## config.mk

```make
export PLATFORM = sky130hd
export DESIGN_NAME = avc_config_record_length
export DESIGN_NICKNAME = d
export VERILOG_FILES = /design/src/rtl/core/avc_crl_pkg.sv /design/src/rtl/core/avc_crl_parser.sv /design/src/rtl/core/avc_crl_outbuf.sv /design/src/rtl/core/avc_config_record_length.sv
export SDC_FILE = /design/constraint.sdc
export NUM_CORES = 1
export LEC_CHECK = 0
export BUFFER_PORTS_ARGS = -buffer_cell sky130_fd_sc_hd__buf_4
export CAP_MARGIN = 20
export CORE_ASPECT_RATIO = 0.9
export CORE_MARGIN = 2
export CORE_UTILIZATION = 55
export DETAILED_ROUTE_END_ITERATION = 16
export PLACE_DENSITY = 0.82
export SETUP_SLACK_MARGIN = 0.5
export SYNTH_ARGS = -nofsm -noshare
export SYNTH_HDL_FRONTEND = slang
export SYNTH_SLANG_ARGS = --single-unit
export TNS_END_PERCENT = 50
```

## constraint.sdc

```tcl
create_clock -name clk -period 10.6 [get_ports clk]
set_input_delay 1.06 -clock clk [delete_from_list [all_inputs] [get_ports clk]]
set_output_delay 1.06 -clock clk [all_outputs]
set_load 0.005 [all_outputs]
```

## src/rtl/core/avc_crl_pkg.sv

```systemverilog
// ----------------------------------------------------------------------------
// avc_crl_pkg
// Types and constants shared by the AVC configuration record length finder.
// ----------------------------------------------------------------------------
package avc_crl_pkg;

  localparam int unsigned LEN_W        = 25;
  localparam logic [2:0]  HEADER_BYTES = 3'd5;
  localparam logic [7:0]  SPS_COUNT_MASK = 8'h1F;

  typedef enum logic [2:0] {
    PH_IDLE    = 3'd0,
    PH_HEADER  = 3'd1,
    PH_COUNT   = 3'd2,
    PH_LEN_HI  = 3'd3,
    PH_LEN_LO  = 3'd4,
    PH_PAYLOAD = 3'd5,
    PH_DONE    = 3'd6
  } phase_t;

  typedef enum logic {
    ST_COMPLETE  = 1'b0,
    ST_TRUNCATED = 1'b1
  } status_t;

  typedef struct packed {
    logic [7:0] data_byte;
    logic       record_start;
    logic       stream_end;
  } in_t;

  typedef struct packed {
    logic [LEN_W-1:0] record_length;
    logic             status;
  } out_t;

endpackage

```

## src/rtl/core/avc_crl_parser.sv

```systemverilog
// ----------------------------------------------------------------------------
// avc_crl_parser
// Per-byte record walker: header skip, set counts, set lengths, payload skip.
// ----------------------------------------------------------------------------
module avc_crl_parser (
  input  logic               clk,
  input  logic               rst_n,
  input  logic               byte_vld,
  input  avc_crl_pkg::in_t   byte_in,
  output logic               res_vld,
  output avc_crl_pkg::out_t  res
);

  avc_crl_pkg::phase_t phase_r, phase_nxt;
  logic [2:0]  hdr_cnt_r, hdr_cnt_nxt;
  logic [7:0]  sets_r, sets_nxt;
  logic [7:0]  len_hi_r, len_hi_nxt;
  logic [15:0] pay_r, pay_nxt;
  logic        pic_r, pic_nxt;
  logic [avc_crl_pkg::LEN_W-1:0] total_r, total_nxt;

  always_ff @(posedge clk) begin
    if (!rst_n) begin
      phase_r   <= avc_crl_pkg::PH_IDLE;
      hdr_cnt_r <= '0;
      sets_r    <= '0;
      len_hi_r  <= '0;
      pay_r     <= '0;
      pic_r     <= 1'b0;
      total_r   <= '0;
    end else if (byte_vld) begin
      phase_r   <= phase_nxt;
      hdr_cnt_r <= hdr_cnt_nxt;
      sets_r    <= sets_nxt;
      len_hi_r  <= len_hi_nxt;
      pay_r     <= pay_nxt;
      pic_r     <= pic_nxt;
      total_r   <= total_nxt;
    end
  end

  always_comb begin
    logic done;
    logic adv;
    done = 1'b0;
    adv  = 1'b0;
    // start of record clears everything before the byte is taken
    if (byte_in.record_start) begin
      phase_nxt   = avc_crl_pkg::PH_HEADER;
      hdr_cnt_nxt = '0;
      sets_nxt    = '0;
      len_hi_nxt  = '0;
      pay_nxt     = '0;
      pic_nxt     = 1'b0;
      total_nxt   = '0;
    end else begin
      phase_nxt   = phase_r;
      hdr_cnt_nxt = hdr_cnt_r;
      sets_nxt    = sets_r;
      len_hi_nxt  = len_hi_r;
      pay_nxt     = pay_r;
      pic_nxt     = pic_r;
      total_nxt   = total_r;
    end
    res_vld           = 1'b0;
    res.record_length = '0;
    res.status        = avc_crl_pkg::ST_COMPLETE;

    if (phase_nxt != avc_crl_pkg::PH_IDLE && phase_nxt != avc_crl_pkg::PH_DONE) begin
      total_nxt = total_nxt + 1'b1;
      case (phase_nxt)
        avc_crl_pkg::PH_HEADER: begin
          hdr_cnt_nxt = hdr_cnt_nxt + 1'b1;
          if (hdr_cnt_nxt >= avc_crl_pkg::HEADER_BYTES) begin
            phase_nxt = avc_crl_pkg::PH_COUNT;
          end
        end
        avc_crl_pkg::PH_COUNT: begin
          sets_nxt = pic_nxt ? byte_in.data_byte
                             : (byte_in.data_byte & avc_crl_pkg::SPS_COUNT_MASK);
          adv = 1'b1;
        end
        avc_crl_pkg::PH_LEN_HI: begin
          len_hi_nxt = byte_in.data_byte;
          phase_nxt  = avc_crl_pkg::PH_LEN_LO;
        end
        avc_crl_pkg::PH_LEN_LO: begin
          pay_nxt  = {len_hi_nxt, byte_in.data_byte};
          sets_nxt = sets_nxt - 1'b1;
          if (pay_nxt == 16'd0) begin
            adv = 1'b1;
          end else begin
            phase_nxt = avc_crl_pkg::PH_PAYLOAD;
          end
        end
        default: begin
          pay_nxt = pay_nxt - 1'b1;
          if (pay_nxt == 16'd0) begin
            adv = 1'b1;
          end
        end
      endcase

      // next set, switch to picture sets, or end of record
      if (adv) begin
        if (sets_nxt != 8'd0) begin
          phase_nxt = avc_crl_pkg::PH_LEN_HI;
        end else if (!pic_nxt) begin
          pic_nxt   = 1'b1;
          phase_nxt = avc_crl_pkg::PH_COUNT;
        end else begin
          phase_nxt = avc_crl_pkg::PH_DONE;
          done      = 1'b1;
        end
      end

      if (done) begin
        res_vld           = 1'b1;
        res.record_length = total_nxt;
        res.status        = avc_crl_pkg::ST_COMPLETE;
      end else if (byte_in.stream_end) begin
        phase_nxt         = avc_crl_pkg::PH_DONE;
        res_vld           = 1'b1;
        res.record_length = total_nxt;
        res.status        = avc_crl_pkg::ST_TRUNCATED;
      end
    end
  end

endmodule

```

## src/rtl/core/avc_crl_outbuf.sv

```systemverilog
// ----------------------------------------------------------------------------
// avc_crl_outbuf
// Output register with a skid stage; decouples parser from downstream stalls.
// ----------------------------------------------------------------------------
module avc_crl_outbuf (
  input  logic               clk,
  input  logic               rst_n,
  input  logic               push,
  input  avc_crl_pkg::out_t  push_data,
  output logic               can_push,
  output logic               out_valid,
  input  logic               out_ready,
  output avc_crl_pkg::out_t  out_data
);

  logic              out_vld_r, out_vld_nxt;
  logic              skid_vld_r, skid_vld_nxt;
  avc_crl_pkg::out_t out_r, out_nxt;
  avc_crl_pkg::out_t skid_r, skid_nxt;
  logic              free;

  assign can_push  = !skid_vld_r;
  assign out_valid = out_vld_r;
  assign out_data  = out_r;
  assign free      = !out_vld_r || out_ready;

  always_comb begin
    out_vld_nxt  = out_vld_r;
    skid_vld_nxt = skid_vld_r;
    out_nxt      = out_r;
    skid_nxt     = skid_r;
    if (skid_vld_r) begin
      // no push possible while the skid stage is occupied
      if (free) begin
        out_nxt      = skid_r;
        out_vld_nxt  = 1'b1;
        skid_vld_nxt = 1'b0;
      end
    end else if (free) begin
      out_nxt     = push_data;
      out_vld_nxt = push;
    end else if (push) begin
      skid_nxt     = push_data;
      skid_vld_nxt = 1'b1;
    end
  end

  always_ff @(posedge clk) begin
    if (!rst_n) begin
      out_vld_r  <= 1'b0;
      skid_vld_r <= 1'b0;
    end else begin
      out_vld_r  <= out_vld_nxt;
      skid_vld_r <= skid_vld_nxt;
    end
    out_r  <= out_nxt;
    skid_r <= skid_nxt;
  end

endmodule

```

## src/rtl/core/avc_config_record_length.sv

```systemverilog
// ----------------------------------------------------------------------------
// avc_config_record_length
// Finds the byte length of an AVC decoder configuration record.
// ----------------------------------------------------------------------------
// While in_ready is high one record byte is taken per cycle; each updates
// the walker state in the cycle it is accepted, and a result (record
// length, status) is registered in an output stage (output register plus
// skid) that keeps input accepted while a result waits; in_ready drops
// only when its two entries both hold results. Status 1 means the byte
// marked stream_end arrived before the record finished; the length is
// then the bytes seen. Bytes outside a record are dropped until record_start.
module avc_config_record_length (
  input  logic               clk,
  input  logic               rst_n,
  input  logic               in_valid,
  output logic               in_ready,
  input  avc_crl_pkg::in_t   in_data,
  output logic               out_valid,
  input  logic               out_ready,
  output avc_crl_pkg::out_t  out_data
);

  logic              acc;
  logic              res_vld;
  avc_crl_pkg::out_t res;

  assign acc = in_valid && in_ready;

  avc_crl_parser u_parser (
    .clk      (clk),
    .rst_n    (rst_n),
    .byte_vld (acc),
    .byte_in  (in_data),
    .res_vld  (res_vld),
    .res      (res)
  );

  avc_crl_outbuf u_outbuf (
    .clk       (clk),
    .rst_n     (rst_n),
    .push      (acc && res_vld),
    .push_data (res),
    .can_push  (in_ready),
    .out_valid (out_valid),
    .out_ready (out_ready),
    .out_data  (out_data)
  );

endmodule

```

## After elaboration in Yosys (flattened, before gate mapping)

Cells that the tools add are included.

| storage, ports and cells | value |
|---|---|
| register bits after elaboration | 118 |
| output and inout port bits | 28 |
| word-level logic and storage cells | 92 |

| cells by class | value |
|---|---|
| add/sub/neg operators | 4 |
| $lt $le $gt $ge | 1 |
| equal/unequal tests | 5 |
| muxes and demuxes | 54 |
| bitwise logic cells | 2 |
| reductions and logical operators | 13 |

Operator list:

| cell | number |
|---|---|
| $mux W26 | 6 |
| $mux W8 | 7 |
| $mux W25 | 2 |
| $mux W3 | 12 |
| $logic_not A16 Y1 | 2 |
| $mux W16 | 2 |
| $pmux W16 S2 | 1 |
| $add A25 B1 Y25 const B | 1 |
| $mux W1 | 21 |
| $pmux W8 S2 | 1 |
| $sub A16 B1 Y16 const B | 1 |
| $pmux W3 S3 | 1 |
| $reduce_bool A8 Y1 | 1 |
| $sub A8 B1 Y8 const B | 1 |
| $eq A3 B2 Y1 const B | 2 |
| $add A3 B1 Y3 const B | 1 |
| $eq A3 B1 Y1 const B | 1 |
| $eq A3 B3 Y1 const B | 1 |
| $ge A3 B3 Y1 const B | 1 |
| $logic_and A1 B1 Y1 | 3 |
| $ne A3 B3 Y1 const B | 1 |
| $pmux W1 S3 | 1 |
| $reduce_and A3 Y1 | 1 |
| $reduce_bool A3 Y1 | 1 |
| 5 further kinds | 7 |

## Longest topological paths before layout

| logic depth | value |
|---|---|
| depth after elaboration | 14 |
| depth in mapped cells | 15 |
| gate-level depth less buffers | 11 |

## By module

Synthesis repeated with hierarchy kept, for this count alone.

| unflattened totals | value |
|---|---|
| cell total of the unflattened synthesis | 736 |
| area total of the unflattened synthesis | 6,611.3 sq um |

By module, submodules not included:

| module | times used | cells each | area each (sq um) | sequential area each (sq um) |
|---|---|---|---|---|
| avc_crl_parser | 1 | 645 | 4,605.7 | 1,281.2 |
| avc_crl_outbuf | 1 | 89 | 1,993.2 | 1,601.5 |
| avc_config_record_length | 1 | 2 | 12.5 | 0.0 |

## Worst setup path before layout

OpenSTA, ideal clock, no wires.

| path | value |
|---|---|
| kind | input to register |
| from | input port in_data[1] (netlist name) |
| to | register u_outbuf.skid_r[0] (netlist name) (enable) |
| arrival time | 5.481 ns |
| data required time | 10.158 ns |
| path slack | 4.677 ns |
| stages on the path | 15 |
| cell sequence | buf_2 > inv_1 > clkbuf_1 > clkbuf_1 > nand2_1 > ha_1 > buf_2 > inv_1 > o221ai_1 > or3_1 > nor3_1 > a21o_2 > a21oi_2 > buf_2 > nor3_1 |

| on the way | value |
|---|---|
| longest elaborated chain between the ends | 12 |
| elaborated cells between the ends (all ways) | 33 |

Ends and longest elaborated chain:

| element | line | RTL |
|---|---|---|
| start, declared | avc_config_record_length.sv:17 | `input avc_crl_pkg::in_t in_data,` |
| $mux W16, or another cell as far along | avc_crl_parser.sv:48 | `if (byte_in.record_start) begin` |
| $sub A16 B1 Y16, or another cell as far along | avc_crl_parser.sv:97 | `pay_nxt = pay_nxt - 1'b1;` |
| $logic_not A16 Y1 or $pmux W8 S2 (tied branches) | avc_crl_parser.sv:98, avc_crl_parser.sv:71 |  |
| $mux W1 or $mux W8 (tied branches) | avc_crl_parser.sv:98, avc_crl_parser.sv:69 |  |
| $pmux W1 S3 or $reduce_bool A8 Y1 (tied branches) | avc_crl_parser.sv:71, avc_crl_parser.sv:106 |  |
| $mux W1, on equally long branches | avc_crl_parser.sv:69, avc_crl_parser.sv:106 |  |
| $mux W1 | avc_crl_parser.sv:105 | `if (adv) begin` |
| $mux W1 | avc_crl_parser.sv:69 | `if (phase_nxt != avc_crl_pkg::PH_IDLE && phase_nxt != avc_crl_pkg::PH_DONE) begin` |
| $mux W1 | avc_crl_parser.sv:117 | `if (done) begin` |
| $mux W1 * | avc_crl_parser.sv:69 |  |
| $logic_and A1 B1 Y1 * | avc_config_record_length.sv:41 | `.push (acc && res_vld),` |
| $reduce_and A3 Y1 (no line) * | n/a |  |
| end signal, assigned | avc_crl_outbuf.sv:57 | `skid_r <= skid_nxt;` |
| end, declared | avc_crl_outbuf.sv:19 | `avc_crl_pkg::out_t skid_r, skid_nxt;` |

Every way passes the cells marked *; elsewhere a longest branch is shown, timed or not. The select of a mux whose other input is x is not followed.
A chain may end at the register's enable or synchronous reset.

## Final worst setup path

| path | value |
|---|---|
| from | input port in_data[1] (netlist name) |
| to | register u_outbuf.skid_r[6] (netlist name) (enable) |

Same word-level chain as after synthesis.

==> impl_results.md <==
- Actual slew at the worst max-slew pin: 1.04 ns
- Mapped Area: 6750 um^2
- Sw frac: 27.5%
- Cell mode on critical path: buf_4
- Part of the power in registers: 40.3%
- Main synth FF type: dfxtp_1
- Period utilization: 49.4%
- P_leak: 2.72 nW
- Syn avg cell area: 8.62 um^2
- Layout Nets: 815
- PostCTS Resize Cnt: 0
- Placed wire-length estimate: 11300 um
- Clk pwr share: 46.4%
- Diode count: 0
- Critical-path cell list: buf_4 -> inv_1 -> nand2_1 -> ha_1 -> nor3b_1 -> o221ai_1 -> or3_1 -> nor3_1 -> a21o_2 -> a21oi_4 -> buf_4 -> nor3_2 -> buf_4
- Crit path max-delay family: buffers and inverters
- Initial Util: 56.1%
- Largest net degree at the start of global routing: 71
- Buf+Inv Stages, Crit Path: 4
- Num Clock Sinks: 118
- Pre-Repair DR Iteration Count: 6
- Skew-Pair Late Insertion Delay: 0.42 ns
- Row Count: 38
- Status: finished clean
- Final hold vios: 0
- Post-CTS Setup Inserts: 0
- Switch Pwr: 0.000341 W
- Hold buffer count at cts: 0
- Syn_nets: 803
- Final core utilization: 64.0%
- Arrival time worst endpoint: 5.33 ns
- Via count: 6199
- DRC errors left: 0
- DR vias/cell: 6.40
- CP max FO: 70
- Core Box Area: 12000 um^2
- Setup ws final: 5.37 ns
- RSZ-0062 raised after global routing: no
- Count of final setup violators: 0
- H-tree depth: 4
- CP max stage delay: 0.60 ns
- Combinational fraction of design power: 13.2%
- Cells on worst reg2reg path: 9
- Maximum clock path buffer count: 2
- Worst slew margin: 30.8%
- Power per cell area: 161 nW/um^2
- Worst Setup End Kind: flip-flop
- GPL Wtd Cong: 0.915
- Max-Cap Viols: 0
- Die Y: 109 um
- Overall Power: 0.00124 W
- Hold Startpoint: u_parser.total_r[1]$_SDFFE_PN0P_
- Flops & latches, synth: 118
- WHS: 0.497 ns
- Fmax: 191 MHz
- R2r endpoint: u_outbuf.skid_r[6]$_DFFE_PP_
- Final max-slew violation count: 0
- Clk root buf: clkbuf_16
- Worst min path class: reg2reg
- Reg clk slew, reported paths: 0.06 ns
- Die area: 13200 um^2
- Min-Delay Endpoint: u_parser.total_r[1]$_SDFFE_PN0P_
- Setup TNS: 0 ns
- Vias in the first global route: 5556
- Share of cells above drive strength 1: 13.9%
- Synth Warn #: 0
- Initial antenna violation count: 0
- First-pass GRT wire length: 28400 um
- EDFF count, synth: 52
- DP Worst Slack: 5.03 ns
- Gr usage total: 27.4%
- Synth cell types: 73
- Crit-path slowest cell: inv_1
- Num CTS Buffers: 17
- Ports: 42
- Most common cell after layout, fill and taps aside: nand2_1
- DR iter-0 viols: 740
- Register-to-register setup slack: 6.54 ns
- Width of the die: 121 um
- Fraction of the yosys area taken by sequential cells: 42.7%
- Total Wirelength: 17500 um
- DRT antenna net count: 0
- CP Launch Type: primary input
- Post-synthesis cell count: 783
- Grt ovf: 0
- WL/cell: 18.0 um
- VDD IR max: 0.000157 V
- FFs w/ async S/R, synth: 0%
- Most frequent cells in the layout: nand2_1, nor2_1, dfxtp_1
- Req. time, crit path: 10.69 ns
- Worst R2R Start: u_parser.phase_r[2]$_SDFFE_PN0P_
- Layout Skew: 0.0109 ns
- Synth-to-Final Area Change: 14.1%
- Final min period: 5.23 ns
- TritonCTS clock tree: built
- Worst Hold Depth: 2
- Worst setup path category: in2reg
- Internal: 0.000900 W
- Number of port buffers: 41
## per-layer routing
metal  global-route usage, %  vias to the layer above  part of all wire (%)
li1                        -                     2892                     -
met1                    38.1                     2928                    43
met2                    41.2                      342                    45
met3                    6.90                       37                    10
met4                    10.5                        0                   2.0
met5                       0                        -                     0
## flip-flops by register name, summed over array words and instances (netlist names)
signal,count
u_outbuf.out_data,26
u_outbuf.out_valid,1
u_outbuf.skid_r,26
u_outbuf.skid_vld_r,1
u_parser.hdr_cnt_r,3
u_parser.len_hi_r,8
u_parser.pay_r,16
u_parser.phase_r,3
u_parser.pic_r,1
u_parser.sets_r,8
u_parser.total_r,25
## tightest hold or removal path, stage by stage, from the launching register on
cell	delay (ns)
dfxtp_1	0.33
nand2_1	0.06
a21oi_1	0.05
## Yosys cell counts (9+ instances only)
cell,count,area (um^2)
buf_2,11,55.1
or3_1,9,56.3
edfxtp_1,52,1560
nand2_1,93,349
xnor2_1,24,210
xor2_1,9,78.8
inv_1,15,56.3
nor3_1,39,195
dfxtp_1,66,1320
o21ai_0,52,260
nor2_1,88,330
clkbuf_1,38,143
nand3_1,25,125
o31ai_1,9,67.6
o31ai_2,12,150
a21oi_1,46,230
nor2b_1,10,62.6
nor3b_1,9,67.6
a22oi_1,28,210
## power groups by stage
stage          combinational (W)  sequential [W]  clock (W)
5_1_grt                 0.000180        0.000503   0.000602
4_1_cts                 0.000160        0.000501   0.000576
6_report                0.000164        0.000501   0.000577
3_3_place_gp            0.000156        0.000509          0
3_5_place_dp            0.000158        0.000510          0
2_1_floorplan           0.000123        0.000503          0
## per-stage QoR
step | std cells | area (um^2)
finish | 968 | 7700
global route | 968 | 7700
CTS | 967 | 7670
global placement | 935 | 7080
detailed placement | 935 | 7080
floorplan | 783 | 6750
## cells by family after synthesis
group / synth area share (%)
muxes: 1.19
and+or+nand+nor: 25.0
buffers and inverters: 4.76
AOI/OAI and AO/OA: 20.7
xor gates and xnor gates: 4.52
DFF: 42.7
adders and majority gates: 1.11
## how the worst max path moves through the flow
| stage | cells after the start | endpoint | start |
|---|---|---|---|
| detailed placement | 13 | u_outbuf.skid_r[7]$_DFFE_PP_ | in_data[1] |
| finish | 13 | u_outbuf.skid_r[6]$_DFFE_PP_ | in_data[1] |
| global placement | 13 | u_outbuf.skid_r[7]$_DFFE_PP_ | in_data[1] |
| floorplan | 15 | u_outbuf.skid_r[0]$_DFFE_PP_ | in_data[1] |
| global route | 13 | u_outbuf.skid_r[9]$_DFFE_PP_ | in_data[1] |
| CTS | 13 | u_outbuf.skid_r[1]$_DFFE_PP_ | in_data[1] |
## area by class of cell
class	count	area [um^2]
Tap cell	160	200
Multi-Input combinational cell	591	3560
Clock inverter	11	114
Sequential cell	118	2880
Inverter	18	67.6
Clock buffer	21	482
Timing Repair Buffer	49	388
Fill cell	980	4330
Note: power is estimated with default switching activity, not from simulation.
